`config.mk`:
```
export PLATFORM = sky130hd
export DESIGN_NAME = platform_mode_odometry_top
export DESIGN_NICKNAME = d
export VERILOG_FILES = /design/src/hdl/pmo_pkg.sv /design/src/hdl/platform_mode_odometry_top.sv /design/src/hdl/pmo_ctrl.sv /design/src/hdl/pmo_datapath.sv
export SDC_FILE = /design/constraint.sdc
export NUM_CORES = 2
export LEC_CHECK = 0
export BUFFER_PORTS_ARGS = -buffer_cell sky130_fd_sc_hd__buf_4
export CORE_MARGIN = 2
export CORE_UTILIZATION = 49
export DETAILED_ROUTE_END_ITERATION = 12
export HOLD_SLACK_MARGIN = 0.15
export PLACE_DENSITY = 0.65
export SLEW_MARGIN = 10
export SYNTH_ARGS = -nofsm -noshare
export SYNTH_HDL_FRONTEND = slang
export SYNTH_SLANG_ARGS = --single-unit
```
`constraint.sdc`:
```
create_clock -name i_clk -period 23.2 [get_ports i_clk]
set_input_delay 1.16 -clock i_clk [delete_from_list [all_inputs] [get_ports i_clk]]
set_output_delay 1.16 -clock i_clk [all_outputs]
set_load 0.02 [all_outputs]
```
`src/hdl/pmo_pkg.sv`:
```
// ----------------------------------------------------------------------------
// pmo_pkg
// Shared types, codes and constants of the platform mode odometry block.
// ----------------------------------------------------------------------------
package pmo_pkg;

    localparam int ANGLE_BITS_DEF    = 16;
    localparam int VELOCITY_BITS_DEF = 16;
    localparam int CORDIC_STEPS_DEF  = 16;

    localparam int CFG_IDX_W  = 2;
    localparam int CFG_DATA_W = 16;
    localparam int THR_W      = 15;

    localparam logic [CFG_IDX_W-1:0] CFG_TICK_PERIOD = 2'd0;
    localparam logic [CFG_IDX_W-1:0] CFG_LIN_THR     = 2'd1;
    localparam logic [CFG_IDX_W-1:0] CFG_ANG_THR     = 2'd2;
    localparam logic [CFG_IDX_W-1:0] CFG_AUTO_STAND  = 2'd3;

    localparam logic [15:0]      RST_TICK_PERIOD = 16'd3277;
    localparam logic [THR_W-1:0] RST_LIN_THR     = 15'd41;
    localparam logic [THR_W-1:0] RST_ANG_THR     = 15'd205;
    localparam logic [15:0]      RST_AUTO_STAND  = 16'd40;

    localparam logic [1:0] OP_VELOCITY = 2'd0;
    localparam logic [1:0] OP_POSTURE  = 2'd1;
    localparam logic [1:0] OP_TICK     = 2'd2;

    localparam logic [2:0] POS_STAND  = 3'd0;
    localparam logic [2:0] POS_SIT    = 3'd1;
    localparam logic [2:0] POS_LIE    = 3'd2;
    localparam logic [2:0] POS_FREEZE = 3'd3;

    localparam logic [1:0] PST_EXECUTING = 2'd0;
    localparam logic [1:0] PST_READY     = 2'd1;
    localparam logic [1:0] PST_DISABLED  = 2'd2;

    localparam int ITER_W = 5;

    localparam logic [3:0] DP_NONE = 4'd0;
    localparam logic [3:0] DP_INIT = 4'd1;
    localparam logic [3:0] DP_CORD = 4'd2;
    localparam logic [3:0] DP_VDT  = 4'd3;
    localparam logic [3:0] DP_WDT  = 4'd4;
    localparam logic [3:0] DP_PX   = 4'd5;
    localparam logic [3:0] DP_PY   = 4'd6;
    localparam logic [3:0] DP_PH   = 4'd7;
    localparam logic [3:0] DP_HD   = 4'd8;

    localparam logic signed [33:0] CORDIC_GAIN = 34'sd652032874;
    localparam logic signed [24:0] INV_TWO_PI  = 25'sd2670177;

    typedef struct packed {
        logic              accept;
        logic [3:0]        step;
        logic [ITER_W-1:0] iter;
        logic              load_out;
    } t_dp_cmd;

    typedef struct packed {
        logic run;
    } t_dp_sts;

    function automatic logic [29:0] atan_turns(input logic [ITER_W-1:0] i);
        logic [29:0] v;
        case (i)
            5'd0:    v = 30'd536870912;
            5'd1:    v = 30'd316933406;
            5'd2:    v = 30'd167458907;
            5'd3:    v = 30'd85004756;
            5'd4:    v = 30'd42667331;
            5'd5:    v = 30'd21354465;
            5'd6:    v = 30'd10679838;
            5'd7:    v = 30'd5340245;
            5'd8:    v = 30'd2670163;
            5'd9:    v = 30'd1335087;
            5'd10:   v = 30'd667544;
            5'd11:   v = 30'd333772;
            5'd12:   v = 30'd166886;
            5'd13:   v = 30'd83443;
            5'd14:   v = 30'd41722;
            5'd15:   v = 30'd20861;
            5'd16:   v = 30'd10430;
            5'd17:   v = 30'd5215;
            5'd18:   v = 30'd2608;
            5'd19:   v = 30'd1304;
            5'd20:   v = 30'd652;
            5'd21:   v = 30'd326;
            5'd22:   v = 30'd163;
            5'd23:   v = 30'd81;
            default: v = 30'd0;
        endcase
        return v;
    endfunction

endpackage

```
`src/hdl/platform_mode_odometry_top.sv`:
```
// ----------------------------------------------------------------------------
// platform_mode_odometry_top
// Legged platform mode logic with unicycle dead reckoning.
// ----------------------------------------------------------------------------
// Velocity and posture items give no result. A tick that integrates runs the
// iterative CORDIC and then the six steps of the shared multiplier. A tick that
// does not integrate goes from the check straight to the report. One item is in
// work at a time. Synchronous active-low reset restores the config registers
// and clears the mode and odometry state.
module platform_mode_odometry_top import pmo_pkg::*; #(
    parameter int ANGLE_BITS    = ANGLE_BITS_DEF,
    parameter int VELOCITY_BITS = VELOCITY_BITS_DEF,
    parameter int CORDIC_STEPS  = CORDIC_STEPS_DEF
) (
    input  logic                  i_clk,
    input  logic                  i_rst_n,
    input  logic                  i_cfg_we,
    input  logic [CFG_IDX_W-1:0]  i_cfg_addr,
    input  logic [CFG_DATA_W-1:0] i_cfg_wdata,
    input  logic                  i_s_tvalid,
    output logic                  o_s_tready,
    // linear_velocity, angular_velocity, posture_code, zero fill
    input  logic [((2*VELOCITY_BITS+3+7)/8)*8-1:0] i_s_tdata,
    // operation
    input  logic [1:0]            i_s_tuser,
    output logic                  o_m_tvalid,
    input  logic                  i_m_tready,
    // standing, moving, controllable, gait_trot, report_linear, report_angular,
    // run_state, position_x, position_y, heading, zero fill
    output logic [((2*VELOCITY_BITS+ANGLE_BITS+70+7)/8)*8-1:0] o_m_tdata
);

    localparam int V     = VELOCITY_BITS;
    localparam int OUT_W = ((2*VELOCITY_BITS+ANGLE_BITS+70+7)/8)*8;

    t_dp_cmd cmd;
    t_dp_sts sts;

    pmo_ctrl #(
        .CORDIC_STEPS (CORDIC_STEPS)
    ) u_ctrl (
        .i_clk      (i_clk),
        .i_rst_n    (i_rst_n),
        .i_s_tvalid (i_s_tvalid),
        .o_s_tready (o_s_tready),
        .i_op       (i_s_tuser),
        .o_m_tvalid (o_m_tvalid),
        .i_m_tready (i_m_tready),
        .i_sts      (sts),
        .o_cmd      (cmd)
    );

    pmo_datapath #(
        .ANGLE_BITS    (ANGLE_BITS),
        .VELOCITY_BITS (VELOCITY_BITS),
        .OUT_W         (OUT_W)
    ) u_datapath (
        .i_clk       (i_clk),
        .i_rst_n     (i_rst_n),
        .i_cfg_we    (i_cfg_we),
        .i_cfg_addr  (i_cfg_addr),
        .i_cfg_wdata (i_cfg_wdata),
        .i_op        (i_s_tuser),
        .i_lin       (i_s_tdata[V-1:0]),
        .i_ang       (i_s_tdata[2*V-1:V]),
        .i_posture   (i_s_tdata[2*V+2:2*V]),
        .i_cmd       (cmd),
        .o_sts       (sts),
        .o_data      (o_m_tdata)
    );

endmodule

```
`src/hdl/pmo_ctrl.sv`:
```
// ----------------------------------------------------------------------------
// pmo_ctrl
// Sequencer: input handshake, CORDIC iteration count, multiply steps, output.
// ----------------------------------------------------------------------------
module pmo_ctrl import pmo_pkg::*; #(
    parameter int CORDIC_STEPS = CORDIC_STEPS_DEF
) (
    input  logic       i_clk,
    input  logic       i_rst_n,
    input  logic       i_s_tvalid,
    output logic       o_s_tready,
    input  logic [1:0] i_op,
    output logic       o_m_tvalid,
    input  logic       i_m_tready,
    input  t_dp_sts    i_sts,
    output t_dp_cmd    o_cmd
);

    localparam logic [3:0] S_IDLE   = 4'd0;
    localparam logic [3:0] S_CHECK  = 4'd1;
    localparam logic [3:0] S_CORD   = 4'd2;
    localparam logic [3:0] S_VDT    = 4'd3;
    localparam logic [3:0] S_WDT    = 4'd4;
    localparam logic [3:0] S_PX     = 4'd5;
    localparam logic [3:0] S_PY     = 4'd6;
    localparam logic [3:0] S_PH     = 4'd7;
    localparam logic [3:0] S_HD     = 4'd8;
    localparam logic [3:0] S_REPORT = 4'd9;

    localparam int STEPS = (CORDIC_STEPS > 24) ? 24 : CORDIC_STEPS;
    localparam logic [ITER_W-1:0] LAST_ITER = ITER_W'(STEPS - 1);

    logic [3:0]        r_state, n_state;
    logic [ITER_W-1:0] r_iter, n_iter;
    logic              r_out_valid, n_out_valid;
    logic              accept;

    assign o_s_tready = (r_state == S_IDLE);
    assign accept     = i_s_tvalid && o_s_tready;
    assign o_m_tvalid = r_out_valid;

    always_comb begin
        n_state       = r_state;
        n_iter        = r_iter;
        n_out_valid   = r_out_valid && !i_m_tready;
        o_cmd.accept   = accept;
        o_cmd.step     = DP_NONE;
        o_cmd.iter     = r_iter;
        o_cmd.load_out = 1'b0;
        unique case (r_state)
            S_IDLE: begin
                if (accept && i_op == OP_TICK) begin
                    n_state = S_CHECK;
                end
            end
            S_CHECK: begin
                n_iter = '0;
                if (i_sts.run) begin
                    o_cmd.step = DP_INIT;
                    n_state    = S_CORD;
                end else begin
                    n_state = S_REPORT;
                end
            end
            S_CORD: begin
                o_cmd.step = DP_CORD;
                n_iter     = r_iter + 1'b1;
                if (r_iter == LAST_ITER) begin
                    n_state = S_VDT;
                end
            end
            S_VDT: begin
                o_cmd.step = DP_VDT;
                n_state    = S_WDT;
            end
            S_WDT: begin
                o_cmd.step = DP_WDT;
                n_state    = S_PX;
            end
            S_PX: begin
                o_cmd.step = DP_PX;
                n_state    = S_PY;
            end
            S_PY: begin
                o_cmd.step = DP_PY;
                n_state    = S_PH;
            end
            S_PH: begin
                o_cmd.step = DP_PH;
                n_state    = S_HD;
            end
            S_HD: begin
                o_cmd.step = DP_HD;
                n_state    = S_REPORT;
            end
            S_REPORT: begin
                if (!r_out_valid || i_m_tready) begin
                    o_cmd.load_out = 1'b1;
                    n_out_valid    = 1'b1;
                    n_state        = S_IDLE;
                end
            end
            default: begin
                n_state = S_IDLE;
            end
        endcase
    end

    always_ff @(posedge i_clk) begin
        if (!i_rst_n) begin
            r_state     <= S_IDLE;
            r_iter      <= '0;
            r_out_valid <= 1'b0;
        end else begin
            r_state     <= n_state;
            r_iter      <= n_iter;
            r_out_valid <= n_out_valid;
        end
    end

endmodule

```
`src/hdl/pmo_datapath.sv`:
```
// ----------------------------------------------------------------------------
// pmo_datapath
// Mode state, config registers, CORDIC, shared multiplier and odometry.
// ----------------------------------------------------------------------------
module pmo_datapath import pmo_pkg::*; #(
    parameter int ANGLE_BITS    = ANGLE_BITS_DEF,
    parameter int VELOCITY_BITS = VELOCITY_BITS_DEF,
    parameter int OUT_W         = 136
) (
    input  logic                            i_clk,
    input  logic                            i_rst_n,
    input  logic                            i_cfg_we,
    input  logic [CFG_IDX_W-1:0]            i_cfg_addr,
    input  logic [CFG_DATA_W-1:0]           i_cfg_wdata,
    input  logic [1:0]                      i_op,
    input  logic signed [VELOCITY_BITS-1:0] i_lin,
    input  logic signed [VELOCITY_BITS-1:0] i_ang,
    input  logic [2:0]                      i_posture,
    input  t_dp_cmd                         i_cmd,
    output t_dp_sts                         o_sts,
    output logic [OUT_W-1:0]                o_data
);

    localparam int V     = VELOCITY_BITS;
    localparam int A     = ANGLE_BITS;
    localparam int MA    = V + 17;
    localparam int PW    = MA + 25;
    localparam int DX_W  = PW - 32;
    localparam int SUM_W = ((DX_W > 32) ? DX_W : 32) + 1;
    localparam int MW    = (V > THR_W) ? V : THR_W;

    localparam logic signed [PW-1:0]    RND_POS = PW'(64'd1 << 31);
    localparam logic signed [PW-1:0]    RND_YAW = PW'(64'd1 << (51 - A));
    localparam logic signed [SUM_W-1:0] POS_MAX = SUM_W'(64'sd2147483647);
    localparam logic signed [SUM_W-1:0] POS_MIN = SUM_W'(-64'sd2147483648);

    logic [15:0]      r_period, r_ast, r_tick_cnt;
    logic [THR_W-1:0] r_lin_thr, r_ang_thr;
    logic             r_standing, r_moving, r_ctl, r_ast_done;
    logic signed [V-1:0]  r_lin, r_ang;
    logic signed [31:0]   r_px, r_py;
    logic [A-1:0]         r_yaw;
    logic signed [33:0]   r_x, r_y, r_z;
    logic                 r_flip;
    logic signed [23:0]   r_cos, r_sin;
    logic signed [MA-1:0] r_vdt, r_wdt;
    logic signed [PW-1:0] r_prod;
    logic [OUT_W-1:0]     r_out;

    logic [15:0]          n_tick_cnt;
    logic [MW-1:0]        lin_mag, ang_mag;
    logic [31:0]          ang32;
    logic signed [33:0]   xs, ys, at, xf, yf;
    logic signed [MA-1:0] mul_a;
    logic signed [24:0]   mul_b;
    logic signed [PW-1:0] pr_pos, pr_yaw;
    logic signed [DX_W-1:0] dx;
    logic signed [31:0]   pos_sel;
    logic signed [SUM_W-1:0] pos_sum;
    logic signed [31:0]   pos_sat;
    logic [1:0]           pstate;

    assign o_sts.run = r_ctl && r_moving;
    assign o_data    = r_out;

    assign lin_mag = MW'(i_lin[V-1] ? -i_lin : i_lin);
    assign ang_mag = MW'(i_ang[V-1] ? -i_ang : i_ang);
    assign n_tick_cnt = (r_tick_cnt == 16'hFFFF) ? r_tick_cnt : r_tick_cnt + 16'd1;

    assign ang32 = 32'(r_yaw) << (32 - A);
    assign xs    = r_x >>> i_cmd.iter;
    assign ys    = r_y >>> i_cmd.iter;
    assign at    = 34'(atan_turns(i_cmd.iter));
    assign xf    = r_flip ? -r_x : r_x;
    assign yf    = r_flip ? -r_y : r_y;

    always_comb begin
        case (i_cmd.step)
            DP_VDT: begin
                mul_a = {{17{r_lin[V-1]}}, r_lin};
                mul_b = {9'd0, r_period};
            end
            DP_WDT: begin
                mul_a = {{17{r_ang[V-1]}}, r_ang};
                mul_b = {9'd0, r_period};
            end
            DP_PX: begin
                mul_a = r_vdt;
                mul_b = {r_cos[23], r_cos};
            end
            DP_PY: begin
                mul_a = r_vdt;
                mul_b = {r_sin[23], r_sin};
            end
            default: begin
                mul_a = r_wdt;
                mul_b = INV_TWO_PI;
            end
        endcase
    end

    assign pr_pos  = r_prod + RND_POS;
    assign pr_yaw  = r_prod + RND_YAW;
    assign dx      = pr_pos[PW-1:32];
    assign pos_sel = (i_cmd.step == DP_PY) ? r_px : r_py;
    assign pos_sum = {{(SUM_W-32){pos_sel[31]}}, pos_sel}
                   + {{(SUM_W-DX_W){dx[DX_W-1]}}, dx};
    assign pos_sat = (pos_sum > POS_MAX) ? 32'sh7FFFFFFF
                   : (pos_sum < POS_MIN) ? 32'sh80000000 : pos_sum[31:0];
    assign pstate  = r_moving ? PST_EXECUTING : (r_ctl ? PST_READY : PST_DISABLED);

    always_ff @(posedge i_clk) begin
        if (!i_rst_n) begin
            r_period   <= RST_TICK_PERIOD;
            r_lin_thr  <= RST_LIN_THR;
            r_ang_thr  <= RST_ANG_THR;
            r_ast      <= RST_AUTO_STAND;
            r_standing <= 1'b0;
            r_moving   <= 1'b0;
            r_ctl      <= 1'b0;
            r_ast_done <= 1'b0;
            r_tick_cnt <= '0;
            r_lin      <= '0;
            r_ang      <= '0;
            r_px       <= '0;
            r_py       <= '0;
            r_yaw      <= '0;
        end else begin
            if (i_cfg_we) begin
                unique case (i_cfg_addr)
                    CFG_TICK_PERIOD: r_period  <= i_cfg_wdata;
                    CFG_LIN_THR:     r_lin_thr <= i_cfg_wdata[THR_W-1:0];
                    CFG_ANG_THR:     r_ang_thr <= i_cfg_wdata[THR_W-1:0];
                    CFG_AUTO_STAND:  r_ast     <= i_cfg_wdata;
                    default: ;
                endcase
            end
            if (i_cmd.accept) begin
                case (i_op)
                    OP_VELOCITY: begin
                        if (r_ctl) begin
                            r_lin    <= i_lin;
                            r_ang    <= i_ang;
                            r_moving <= (lin_mag > MW'(r_lin_thr)) ||
                                        (ang_mag > MW'(r_ang_thr));
                        end
                    end
                    OP_POSTURE: begin
                        case (i_posture)
                            POS_STAND: begin
                                r_standing <= 1'b1;
                                r_ctl      <= 1'b1;
                            end
                            POS_SIT, POS_LIE, POS_FREEZE: begin
                                r_standing <= 1'b0;
                                r_ctl      <= 1'b0;
                                r_lin      <= '0;
                                r_ang      <= '0;
                            end
                            default: ;
                        endcase
                    end
                    OP_TICK: begin
                        r_tick_cnt <= n_tick_cnt;
                        if (!r_ast_done && n_tick_cnt >= r_ast) begin
                            r_ast_done <= 1'b1;
                            if (!r_standing) begin
                                r_standing <= 1'b1;
                                r_ctl      <= 1'b1;
                            end
                        end
                    end
                    default: ;
                endcase
            end
            case (i_cmd.step)
                DP_PY:   r_px  <= pos_sat;
                DP_PH:   r_py  <= pos_sat;
                DP_HD:   r_yaw <= r_yaw + pr_yaw[51:52-A];
                default: ;
            endcase
        end
    end

    always_ff @(posedge i_clk) begin
        r_prod <= mul_a * mul_b;
        case (i_cmd.step)
            DP_INIT: begin
                r_flip <= ang32[31] ^ ang32[30];
                r_x    <= CORDIC_GAIN;
                r_y    <= '0;
                r_z    <= {{2{ang32[31] ^ ang32[31] ^ ang32[30]}},
                           ang32[31] ^ ang32[30] ^ ang32[31], ang32[30:0]};
            end
            DP_CORD: begin
                if (!r_z[33]) begin
                    r_x <= r_x - ys;
                    r_y <= r_y + xs;
                    r_z <= r_z - at;
                end else begin
                    r_x <= r_x + ys;
                    r_y <= r_y - xs;
                    r_z <= r_z + at;
                end
            end
            DP_VDT: begin
                r_cos <= 24'((xf + 34'sd512) >>> 10);
                r_sin <= 24'((yf + 34'sd512) >>> 10);
            end
            DP_WDT:  r_vdt <= r_prod[MA-1:0];
            DP_PX:   r_wdt <= r_prod[MA-1:0];
            default: ;
        endcase
        if (i_cmd.load_out) begin
            r_out <= OUT_W'({r_yaw, r_py, r_px, pstate, r_ang, r_lin,
                             r_moving, r_ctl, r_moving, r_standing});
        end
    end

endmodule
```
==> flow_metrics.tcl <==
set metrics [dict create \
    setup_violations 0 \
    drc 0 \
    synth_area_mm2 0.0691 \
    synthCells 7588 \
    synth-edff-count 334 \
    met1_usage_pct 38.9 \
    slowest_stage "a21oi_1" \
    clock-sinks 626 \
    relSlewSlack_pct 9.98 \
    avgSynthCellArea_um2 9.11 \
    first_pass_iters 6 \
    path_common_cell "fa_1" \
    ys.warnings.count 0 \
    grt_setup_unrepaired "no" \
    p_total_w 0.00290 \
    power.density_mw_per_mm2 38.8 \
    grt_pass1_wl_um 340000 \
    worstPathMaxFanout 34 \
    clock.fmax_mhz 88.4 \
    cts.hold.buffers_added 0 \
    outcome "complete, no violations" \
    finalNetCount 8868 \
    start_kind "flip-flop" \
    grt_util_met3_pct 5.16 \
    cts_setup_buffers 0 \
    viasPerCell 5.95 \
    postRouteAntennaNets 0 \
    critPathMaxStageDelay_ns 1.01 \
    clk_latency_ns 0.71 \
    holdCritPathClass "flip-flop to flip-flop" \
    area_delta_synth_final_pct 8.07 \
    worstPathArrival_ns 11.92 \
    antenna_found_initial 2 \
    critPathKind "flip-flop to flip-flop" \
    wirelength_um 223000 \
    synthTopCellsByArea "fa_1 (25%), edfxtp_1 (15%), dfxtp_1 (8.5%)" \
    required_ns 23.80 \
    placeableCoreArea_mm2 0.140 \
    slew_viol_final 0 \
    finClkSkew_ns 0.0488 \
    numCtsBuffers 74 \
    clk_path_buf_depth 3 \
    die_w_um 380 \
    ys_ff_latch 626 \
    p_leak_nw 33.5 \
    fillers 12800 \
    grt_start_max_net_pins 77 \
    min_period_ns 11.32 \
    dr.first_iter.drc_count 5241 \
    hold_viol 0 \
    clkTransAtPathRegs_ns 0.06 \
    layout-drive-gt1-share_pct 8.35 \
    grtUsageTotal_pct 30.7 \
    core.rowCount 137 \
    routabilityCongestion 0.996 \
    grt_pass1_vias 56600 \
    wire_per_inst_um 23.4 \
    cts_resized 0 \
    tns_ns 0 \
    seq_area_mm2 0.0159 \
    busiest_layer "met2" \
    io_pins 187 \
    ys.flop_type "edfxtp_1" \
    endpoint_kind "flip-flop" \
    htreeDepth 3 \
    tightest_slew_ns 1.35 \
    floorplan.initialDensity_pct 49.5 \
    die_h_um 380 \
    seq_area_frac_synth_pct 23.0 \
    io_buffers 179 \
    hpwlAfterDp_um 173000 \
    num_vias 56700 \
    ir_drop_uv 47.4 \
    grtUsageMet2_pct 50.0 \
    synth-async-reset-ratio_pct 0 \
    overflow 0 \
    ys_types 103 \
    synth_area_leader_cell "fa_1" \
    multi_input_area_mm2 0.0483 \
    die_area_mm2 0.144 \
    clockRootBuffer "clkbuf_16" \
    synth_top_area_share_pct 24.5 \
    drv_cap 0 \
    cts_tree "yes" \
    min_period_over_period_pct 48.8 \
]
[cells in the mapped netlist, drive strengths merged (35+ instances only)]
master	number
a22o	43
nand2b	70
xnor2	266
xor2	151
clkbuf	301
mux4	94
nand3	130
o21a	46
o21ai	270
nor3	98
a21o	137
inv	933
a21oi	410
mux2	56
nand2	930
buf	72
nand4	41
nor2	858
edfxtp	334
and2	42
a22oi	83
o22ai	35
ha	371
a31oi	50
fa	847
a211oi	41
dfxtp	292
mux2i	46
and3	78
[metal layers]
| layer | share of wire, % | wire length [µm] |
|---|---|---|
| met1 | 38 | 85500 |
| met2 | 47 | 105000 |
| met3 | 7.9 | 17600 |
| met4 | 6.8 | 15200 |
| met5 | 0 | 0 |
[through the flow]
step | instance area (µm²) | instances | setup WS [ns] | hold slack [ns] | utilization, %
detailed placement | 72200 | 9385 | 12.28 | 0.415 | 51.7
finish | 74700 | 9522 | 11.88 | 0.435 | 53.5
CTS | 74700 | 9521 | 12.24 | 0.429 | 53.5
global route | 74700 | 9521 | 11.61 | 0.437 | 53.5
floorplan | 69100 | 7589 | 13.49 | 0.404 | -
global placement | 72200 | 9385 | 12.36 | 0.409 | 51.7
[flip-flops by register name (all words and copies together) (netlist names), 24 cells and up]
register,count
u_datapath.r_cos,24
u_datapath.r_wdt,33
u_datapath.r_z,34
u_datapath.r_py,32
u_datapath.r_prod,58
u_datapath.at,30
u_datapath.r_px,32
u_datapath.r_vdt,33
u_datapath.r_sin,24
u_datapath.r_y,34
u_datapath.o_data,117
u_datapath.r_x,34
[final timing paths]
path	from	end	slack, ns	cells past startpoint
worst min-delay path	u_datapath.r_prod[28]	u_datapath.r_wdt[28]	0.44	0
worst max register to register	u_ctrl.r_state[1]	u_datapath.r_prod[37]	11.88	29
worst min register to register	u_datapath.r_prod[28]	u_datapath.r_wdt[28]	0.44	0
worst max-delay path	u_ctrl.r_state[1]	u_datapath.r_prod[37]	11.88	29
[cell type report]
cell class	count	area share (%)
tap	1876	3.14
clock buffer	97	2.79
timing repair buffer	293	2.95
antenna	1	0.00335
sequential	626	21.3
multi-input combinational	5653	64.6
inverter	937	4.71
clock inverter	39	0.486
[cell families after synthesis]
group	synth area share, %
AO/OA/AOI/OAI	12.8
XOR/XNOR	5.29
adder cells (fa/ha/maj)	31.3
buffers and inverters	7.35
flip-flops	23.0
multiplexers	4.70
other	0.00543
AND/OR/NAND/NOR	15.6
[cells in the final DEF, fill, tap and decap left out, types with 31 or more instances in the layout]
cell type	netlist	final
inv_1	932	930
nand2_1	930	928
nor2_1	858	854
fa_1	847	847
a21oi_1	410	408
ha_1	371	371
edfxtp_1	334	334
buf_4	9	293
dfxtp_1	292	288
xnor2_1	266	266
o21ai_0	262	262
xor2_1	151	151
a21o_1	137	137
nand3_1	130	130
nor3_1	94	89
mux4_2	87	87
a22oi_1	83	82
clkbuf_16	0	78
and3_1	77	76
nand2b_1	70	70
mux2_2	56	56
a31oi_1	50	50
o21a_1	46	46
mux2i_1	45	45
a22o_1	43	43
and2_1	41	41
nand4_1	41	41
a211oi_1	38	36
o22ai_1	35	35
o211ai_1	33	33
o31ai_1	31	31
o21bai_1	31	31
[report_power, final]
part	switching, W	internal (W)
Combinational	0.000280	0.000176
Sequential	0.0000457	0.00120
Clock	0.000516	0.000676
Total	0.000842	0.00205
[worst max-delay path: cells and delay by family (launching register included)]
family | cells | cell delay (ns)
buf+inv | 6 | 0.90
xor+xnor | 2 | 0.39
compound gates | 7 | 3.57
flops | 1 | 0.57
simple gates | 6 | 1.69
fa+ha+maj | 8 | 4.01
No activity file was read; power rests on OpenSTA's default activity.
